### src/rtl/ptau_pkg.sv
`timescale 1ns / 1ps
// ----------------------------------------------------------------------------
// ptau_pkg: shared definitions for the periodic task activation unit
// Operation and status codes, field widths and registration limits.
// ----------------------------------------------------------------------------
package ptau_pkg;

  localparam int NUM_TASKS_DEF = 8;

  localparam int FUNC_W   = 2;
  localparam int ID_W     = 3;
  localparam int TIME_W   = 32;
  localparam int PRIO_W   = 8;
  localparam int STATUS_W = 2;
  localparam int MASK_W   = 8;
  localparam int PERIOD_W = 30;

  localparam logic [FUNC_W-1:0] FUNC_TICK     = 2'd0;
  localparam logic [FUNC_W-1:0] FUNC_REGISTER = 2'd1;
  localparam logic [FUNC_W-1:0] FUNC_ACTIVATE = 2'd2;
  localparam logic [FUNC_W-1:0] FUNC_FINISHED = 2'd3;

  localparam logic [STATUS_W-1:0] STATUS_OK     = 2'd0;
  localparam logic [STATUS_W-1:0] STATUS_LOST   = 2'd1;
  localparam logic [STATUS_W-1:0] STATUS_REJECT = 2'd2;
  localparam logic [STATUS_W-1:0] STATUS_BAD_ID = 2'd3;

  localparam logic [TIME_W-1:0] TIME_RANGE_MASK = 32'hc000_0000;
  localparam logic [PRIO_W-1:0] MAX_PRIO        = 8'd15;

endpackage

### src/rtl/periodic_task_activation_unit_top.sv
`timescale 1ns / 1ps
// ----------------------------------------------------------------------------
// periodic_task_activation_unit_top: cyclic task activation table
// Task table in small memories, walked one entry per cycle by a sequencer
// that shares one due-time compare/advance datapath.
// ----------------------------------------------------------------------------
// Sequence: register and bad-id ops go from accept through S_FIN to the
//   output register; activate/finished pass S_ACT first; tick walks S_WALK over every task (S_FIN with no tasks).
// Throughput: one operation at a time; the next is taken once the result has
//   moved to the output register. The tick walk (one table entry per cycle
//   through the registered table read port) sets the worst case.
// Reset (rst, synchronous): os_time, task count, pending bits cleared.
module periodic_task_activation_unit_top #(
  parameter int NUM_TASKS = ptau_pkg::NUM_TASKS_DEF
) (
  input  logic                            clk,
  input  logic                            rst,
  input  logic                            in_valid,
  output logic                            in_ready,
  input  logic [ptau_pkg::FUNC_W-1:0]     func,
  input  logic [ptau_pkg::ID_W-1:0]       task_id,
  input  logic [ptau_pkg::TIME_W-1:0]     cycle_ms,
  input  logic [ptau_pkg::TIME_W-1:0]     first_ms,
  input  logic [ptau_pkg::PRIO_W-1:0]     prio,
  input  logic                            has_handler,
  output logic                            out_valid,
  input  logic                            out_ready,
  output logic [ptau_pkg::STATUS_W-1:0]   status,
  output logic [ptau_pkg::ID_W-1:0]       assigned_id,
  output logic [ptau_pkg::MASK_W-1:0]     ready_mask,
  output logic [ptau_pkg::MASK_W-1:0]     overrun_mask,
  output logic [ptau_pkg::MASK_W-1:0]     pending_mask,
  output logic [ptau_pkg::TIME_W-1:0]     loss_total
);

  localparam int IDX_W  = (NUM_TASKS > 1) ? $clog2(NUM_TASKS) : 1;
  localparam int CNT_W  = $clog2(NUM_TASKS + 1);
  localparam int TW     = ptau_pkg::TIME_W;
  localparam int MW     = ptau_pkg::MASK_W;

  localparam logic [1:0] S_IDLE = 2'd0;
  localparam logic [1:0] S_WALK = 2'd1;
  localparam logic [1:0] S_ACT  = 2'd2;
  localparam logic [1:0] S_FIN  = 2'd3;

  // task table
  logic [TW-1:0]                 due_mem    [NUM_TASKS];
  logic [ptau_pkg::PERIOD_W-1:0] period_mem [NUM_TASKS];
  logic [TW-1:0]                 loss_mem   [NUM_TASKS];

  logic [TW-1:0]                 rd_due;
  logic [ptau_pkg::PERIOD_W-1:0] rd_period;
  logic [TW-1:0]                 rd_loss;
  logic [IDX_W-1:0]              rd_addr;
  logic                          mem_we;
  logic [IDX_W-1:0]              wr_addr;
  logic [TW-1:0]                 wr_due;
  logic [ptau_pkg::PERIOD_W-1:0] wr_period;
  logic [TW-1:0]                 wr_loss;

  // control state
  logic [1:0]                  state, state_next;
  logic [IDX_W-1:0]            idx, idx_next;
  logic [ptau_pkg::FUNC_W-1:0] op_func, op_func_next;
  logic [IDX_W-1:0]            op_id, op_id_next;
  logic [TW-1:0]               os_time, os_time_next;
  logic [CNT_W-1:0]            task_count, task_count_next;
  logic [NUM_TASKS-1:0]        pending, pending_next;
  logic                        out_valid_next;
  logic                        out_load;

  // result under construction
  logic [ptau_pkg::STATUS_W-1:0] res_status, res_status_next;
  logic [ptau_pkg::ID_W-1:0]     res_assigned, res_assigned_next;
  logic [NUM_TASKS-1:0]          res_ready, res_ready_next;
  logic [NUM_TASKS-1:0]          res_overrun, res_overrun_next;
  logic [TW-1:0]                 res_loss, res_loss_next;

  // datapath
  logic [TW-1:0]          due_diff;
  logic                   is_due;
  logic [TW-1:0]          loss_inc;
  logic [IDX_W+2:0]       id_ext;
  logic [IDX_W-1:0]       id_idx;
  logic                   id_ok;
  logic [IDX_W+2:0]       cnt_ext;
  logic [IDX_W-1:0]       cnt_idx;
  logic                   walk_last;
  logic                   reg_bad;
  logic [MW+NUM_TASKS-1:0] ready_ext, overrun_ext, pending_ext;

  assign in_ready = (state == S_IDLE);

  assign due_diff = rd_due - os_time;
  assign is_due   = (rd_period != '0) && (due_diff[TW-1] || (due_diff == '0));
  assign loss_inc = (rd_loss == {TW{1'b1}}) ? rd_loss : rd_loss + 1'b1;

  assign id_ext  = {IDX_W'(0), task_id};
  assign id_idx  = id_ext[IDX_W-1:0];
  assign id_ok   = (32'(task_id) < 32'(task_count));
  assign cnt_idx = task_count[IDX_W-1:0];
  assign cnt_ext = {3'b000, cnt_idx};
  assign walk_last = ((CNT_W'(idx) + CNT_W'(1)) == task_count);

  always_comb begin
    reg_bad = 1'b0;
    if (task_count == CNT_W'(NUM_TASKS)) begin
      reg_bad = 1'b1;
    end else if (!has_handler) begin
      reg_bad = 1'b1;
    end else if ((prio == '0) || (prio > ptau_pkg::MAX_PRIO)) begin
      reg_bad = 1'b1;
    end else if (cycle_ms == '0) begin
      reg_bad = (first_ms != '0);
    end else begin
      reg_bad = (((cycle_ms | first_ms) & ptau_pkg::TIME_RANGE_MASK) != '0);
    end
  end

  always_comb begin
    state_next        = state;
    idx_next          = idx;
    op_func_next      = op_func;
    op_id_next        = op_id;
    os_time_next      = os_time;
    task_count_next   = task_count;
    pending_next      = pending;
    res_status_next   = res_status;
    res_assigned_next = res_assigned;
    res_ready_next    = res_ready;
    res_overrun_next  = res_overrun;
    res_loss_next     = res_loss;
    out_valid_next    = out_valid && !out_ready;
    out_load          = 1'b0;
    rd_addr           = idx;
    mem_we            = 1'b0;
    wr_addr           = idx;
    wr_due            = rd_due;
    wr_period         = rd_period;
    wr_loss           = rd_loss;

    case (state)
      S_IDLE: begin
        if (in_valid) begin
          op_func_next      = func;
          op_id_next        = id_idx;
          res_status_next   = ptau_pkg::STATUS_OK;
          res_assigned_next = '0;
          res_ready_next    = '0;
          res_overrun_next  = '0;
          res_loss_next     = '0;
          case (func)
            ptau_pkg::FUNC_TICK: begin
              if (task_count == '0) begin
                os_time_next = os_time + 1'b1;
                state_next   = S_FIN;
              end else begin
                idx_next   = '0;
                rd_addr    = '0;
                state_next = S_WALK;
              end
            end
            ptau_pkg::FUNC_REGISTER: begin
              if (reg_bad) begin
                res_status_next = ptau_pkg::STATUS_REJECT;
              end else begin
                mem_we                = 1'b1;
                wr_addr               = cnt_idx;
                wr_due                = first_ms;
                wr_period             = cycle_ms[ptau_pkg::PERIOD_W-1:0];
                wr_loss               = '0;
                pending_next[cnt_idx] = 1'b0;
                res_assigned_next     = cnt_ext[2:0];
                task_count_next       = task_count + 1'b1;
              end
              state_next = S_FIN;
            end
            default: begin
              if (!id_ok) begin
                res_status_next = ptau_pkg::STATUS_BAD_ID;
                state_next      = S_FIN;
              end else begin
                rd_addr    = id_idx;
                state_next = S_ACT;
              end
            end
          endcase
        end
      end

      S_WALK: begin
        if (is_due) begin
          mem_we = 1'b1;
          wr_due = rd_due + {2'b00, rd_period};
          if (pending[idx]) begin
            wr_loss               = loss_inc;
            res_overrun_next[idx] = 1'b1;
          end else begin
            pending_next[idx]   = 1'b1;
            res_ready_next[idx] = 1'b1;
          end
        end
        if (walk_last) begin
          os_time_next = os_time + 1'b1;
          state_next   = S_FIN;
        end else begin
          // fetch the next entry while this one is written back
          idx_next = idx + 1'b1;
          rd_addr  = idx + 1'b1;
        end
      end

      S_ACT: begin
        wr_addr = op_id;
        if (op_func == ptau_pkg::FUNC_ACTIVATE) begin
          if (pending[op_id]) begin
            mem_we                  = 1'b1;
            wr_loss                 = loss_inc;
            res_overrun_next[op_id] = 1'b1;
            res_status_next         = ptau_pkg::STATUS_LOST;
            res_loss_next           = loss_inc;
          end else begin
            pending_next[op_id]   = 1'b1;
            res_ready_next[op_id] = 1'b1;
            res_loss_next         = rd_loss;
          end
        end else begin
          pending_next[op_id] = 1'b0;
          res_loss_next       = rd_loss;
        end
        state_next = S_FIN;
      end

      S_FIN: begin
        if (!out_valid || out_ready) begin
          out_load       = 1'b1;
          out_valid_next = 1'b1;
          state_next     = S_IDLE;
        end
      end

      default: begin
        state_next = S_IDLE;
      end
    endcase
  end

  assign ready_ext   = {{MW{1'b0}}, res_ready};
  assign overrun_ext = {{MW{1'b0}}, res_overrun};
  assign pending_ext = {{MW{1'b0}}, pending};

  always_ff @(posedge clk) begin
    if (mem_we) begin
      due_mem[wr_addr]    <= wr_due;
      period_mem[wr_addr] <= wr_period;
      loss_mem[wr_addr]   <= wr_loss;
    end
    rd_due    <= due_mem[rd_addr];
    rd_period <= period_mem[rd_addr];
    rd_loss   <= loss_mem[rd_addr];
  end

  always_ff @(posedge clk) begin
    if (rst) begin
      state      <= S_IDLE;
      os_time    <= '0;
      task_count <= '0;
      pending    <= '0;
      out_valid  <= 1'b0;
    end else begin
      state      <= state_next;
      os_time    <= os_time_next;
      task_count <= task_count_next;
      pending    <= pending_next;
      out_valid  <= out_valid_next;
    end
  end

  always_ff @(posedge clk) begin
    idx          <= idx_next;
    op_func      <= op_func_next;
    op_id        <= op_id_next;
    res_status   <= res_status_next;
    res_assigned <= res_assigned_next;
    res_ready    <= res_ready_next;
    res_overrun  <= res_overrun_next;
    res_loss     <= res_loss_next;
    if (out_load) begin
      status       <= res_status;
      assigned_id  <= res_assigned;
      ready_mask   <= ready_ext[MW-1:0];
      overrun_mask <= overrun_ext[MW-1:0];
      pending_mask <= pending_ext[MW-1:0];
      loss_total   <= res_loss;
    end
  end

endmodule

### config.mk
export PLATFORM = sky130hd
export DESIGN_NAME = periodic_task_activation_unit_top
export DESIGN_NICKNAME = d
export VERILOG_FILES = /design/src/rtl/ptau_pkg.sv /design/src/rtl/periodic_task_activation_unit_top.sv
export SDC_FILE = /design/constraint.sdc
export NUM_CORES = 2
export LEC_CHECK = 0
export ABC_AREA = 1
export BUFFER_PORTS_ARGS = -buffer_cell sky130_fd_sc_hd__buf_2
export CORE_ASPECT_RATIO = 1.4
export CORE_MARGIN = 5
export CORE_UTILIZATION = 51
export DETAILED_ROUTE_END_ITERATION = 6
export PLACE_DENSITY = 0.67
export SKIP_LAST_GASP = 1
export SYNTH_ARGS = -nofsm -noshare
export SYNTH_HDL_FRONTEND = slang
export SYNTH_SLANG_ARGS = --single-unit
### constraint.sdc
create_clock -name clk -period 10.16 [get_ports clk]
set_input_delay 1.016 -clock clk [delete_from_list [all_inputs] [get_ports clk]]
set_output_delay 1.016 -clock clk [all_outputs]
set_load 0.02 [all_outputs]
==> impl_metrics.toml <==
[finish]
layout.core_utilization = 0.5634
layout_commonest_cell = "sky130_fd_sc_hd__nand2_1"
layout.nets = 5755
flow.area_growth_from_synthesis_pct = 9.927
post_route_cells_drive_above_1_share = 0.07397
final.fill_count = 8580
final_cell_mix = "sky130_fd_sc_hd__nand2_1 (1442), sky130_fd_sc_hd__edfxtp_1 (874), sky130_fd_sc_hd__nor2_1 (845)"

[floorplan]
floorplan.die.height_microns = 378.7
die_area_sq_um = 103500
coreArea_sq_um = 96620
die_w_microns = 273.4
floorplan.initialDensity = 0.5125
floorplan.io_pins = 145
placement_rows = 135

[timing]
maxClockFrequency_mhz = 156.9
post-route-min-period_ps = 6374
rsz0062_at_grt = "false"
finalClockSkew_ps = 47.00
setup_total_negative_slack_ps = 0
worst_slew_margin_rel = 0.2230
setup-violations-final = 0
worst_max_slew_pin_slew_ps = 1164
final-hold-violation-count = 0
final-max-slew-violation-count = 0
whs_ps = 418.1
fin_crit_sh = 0.6273

[worst_setup_path]
critical_path_startpoint_category = "flip-flop"
critical_path_arrival_ps = 6710
critical_path.slowest_cell = "sky130_fd_sc_hd__nor2_4"
worst_path_cell_chain = "inv_1, ha_1, fa_1, inv_1, nand3_1, nand3_1, nand2_1, nand2_1, nand2_1, nand4_1, nand2_1, nor2_1, nand2_1, nor2_2, nand3_2, nand2_4, nand2_4, nor2_8, o21ai_2, nor2_4, buf_4"
cpPeakStageDelay_ps = 940
cp.required_ps = 10500
worstPathMaxFanout = 72
timing.critical_path.to_type = "flip-flop"
worst-setup-path-type = "flip-flop to flip-flop"
critPathMostFrequentCell = "sky130_fd_sc_hd__nand2_1"

[drt]
post-route-drc-count = 0
detailedRoute.firstPassIterationCount = 6
wirelength_microns = 137300
max_layer_used = "met4"
detail_route.wl_per_cell_microns = 19.67
total_number_of_vias = 38000
met3RoutedLength_microns = 9597
routed_via_density = 5.444
detail-route-antenna-nets = 0
met2RoutedLength_microns = 65530
drc_violation_total_after_the_first_tritonroute_iteration = 3541
met1Wirelength_microns = 57190

[clock_network]
cts_max_path_buffers = 3
cts-resized-gates = 0
cts_made_buffers = 97
cts_tree = "done"
htree_num_levels = 3
clock_pin_slew_reported_for_the_worst_setup_and_hold_paths_after_clock_tree_synthesis_ps = 60
cts_root_buffer = "sky130_fd_sc_hd__clkbuf_16"
post_cts_buffers = 0
clkLatencyLatePin_ps = 720
post_cts_hold_buffer_count = 0
clock_sink_count = 1015

[grt]
gr-total-overflow = 0
grt_max_degree = 189
globalRouteTotalUtil = 0.2607
antenna_found_initial = 1
wire_length_of_the_first_global_routing_pass_microns = 209000
grt_pass1_vias = 35510

[yosys]
post_syn_nets = 5714
yosys_warnings = 0
gate_count_post_synth = 5557
synth_seq_cells = 1015
synth.cell_area_sq_um = 49520
synth.yosys.seq_area_share = 0.5870
synth_largest_area_cell = "sky130_fd_sc_hd__edfxtp_1"
yosys-top-cells-area = "sky130_fd_sc_hd__edfxtp_1 (53%), sky130_fd_sc_hd__nand2_1 (11%), sky130_fd_sc_hd__nor2_1 (6.5%), sky130_fd_sc_hd__dfxtp_1 (5.7%), sky130_fd_sc_hd__o21ai_0 (4.9%)"
yosysUniqueCellTypes = 61
syn-mean-instance-area_sq_um = 8.912
netlist.area_leader.share = 0.5300

[place]
buffer_ports.inserted = 144
hpwlAfterDp_microns = 89940
gpl.final_weighted_congestion = 0.9601

[status]
outcome = "completed"

[hold_path]
worst_hold_path_type = "flip-flop to flip-flop"

[job]
max_cap_violations = 0
[synthesized netlist by cell type (all sizes together)]
master,instances
ha,73
fa,2
or2,4
nor2,872
o2111ai,1
xnor2,21
and2,6
a2bb2oi,1
nor4,24
nand3b,3
o221ai,2
xor2,39
clkbuf,119
nor4b,1
nand3,174
a41oi,1
a21boi,3
a31oi,5
inv,573
o211ai,4
nand2,1457
a311oi,1
buf,128
o21ai,605
clkinv,3
a21o,2
o221a,1
o22ai,8
o21a,9
a21oi,221
nor3b,6
or4,2
nand4,83
nor3,72
o21bai,6
a221oi,4
dfxtp,141
mux2i,1
a22oi,4
o31ai,1
edfxtp,874
[stage by stage]
| stage | setup WS (ps) | std cells | instance area, sq um |
|---|---|---|---|
| 3_5_place_dp | 3709 | 6800 | 51100 |
| 2_1_floorplan | 3030 | 5557 | 49520 |
| 5_1_grt | 3495 | 6979 | 54430 |
| 3_3_place_gp | 3815 | 6800 | 51100 |
| 4_1_cts | 3735 | 6979 | 54430 |
| 6_report | 3786 | 6980 | 54440 |
[path summary, 6_finish.rpt]
kind | from | to | slack (ps) | cells past startpoint
worst max register to register | rd_due[0] | loss_mem[2][5] | 3790 | 21
worst min register to register | res_assigned[0] | assigned_id[0] | 420 | 0
worst max-delay path | rd_due[0] | loss_mem[2][5] | 3790 | 21
worst min-delay path | res_assigned[0] | assigned_id[0] | 420 | 0
[worst max-delay path, delay by kind of cell, from the launching register on]
family                   cells  cell delay [ps]
buffers and inverters        3              960
flip-flops                   1              470
AO/OA/AOI/OAI                1              340
AND/OR/NAND/NOR             15             3570
adder cells (fa/ha/maj)      2              630
[state kept, by name (all words and copies together), names as in the netlist, 30 cells and up]
name        count
due_mem       256
rd_loss        32
period_mem    240
loss_total     32
rd_period      30
rd_due         32
loss_mem      256
res_loss       32
os_time        32
[layout make-up]
class,instances,area (sq um),share of cell area
timing repair buffer,189,1096,0.02013
multi-input combinational,3719,17140,0.3148
inverter,576,2172,0.03990
clock buffer,117,2574,0.04728
clock inverter,62,760.7,0.01397
sequential,1015,29070,0.5340
antenna,1,2.502,0.00004597
tap,1301,1628,0.02990
[cell families (layout without fill, tap and decap cells)]
group,Yosys count,count (layout),synth area share
AND/OR/NAND/NOR,2704,2704,0.2215
flip-flops,1015,1015,0.5870
AO/OA/AOI/OAI,879,879,0.09212
buffers and inverters,823,944,0.06938
adder cells (fa/ha/maj),75,75,0.01925
XOR/XNOR,60,60,0.01061
multiplexers,1,1,0.0002021
other,0,1,0
[metal layers]
layer | vias to the layer above | global-route usage
li1 | 18480 | -
met1 | 17820 | 0.3544
met2 | 1428 | 0.4344
met3 | 269 | 0.03167
met4 | 0 | 0.09559
met5 | - | 0
Power is left out: the tool's default activity adds up to more than one toggle a clock period on the data nets, which glitch-free logic cannot reach.
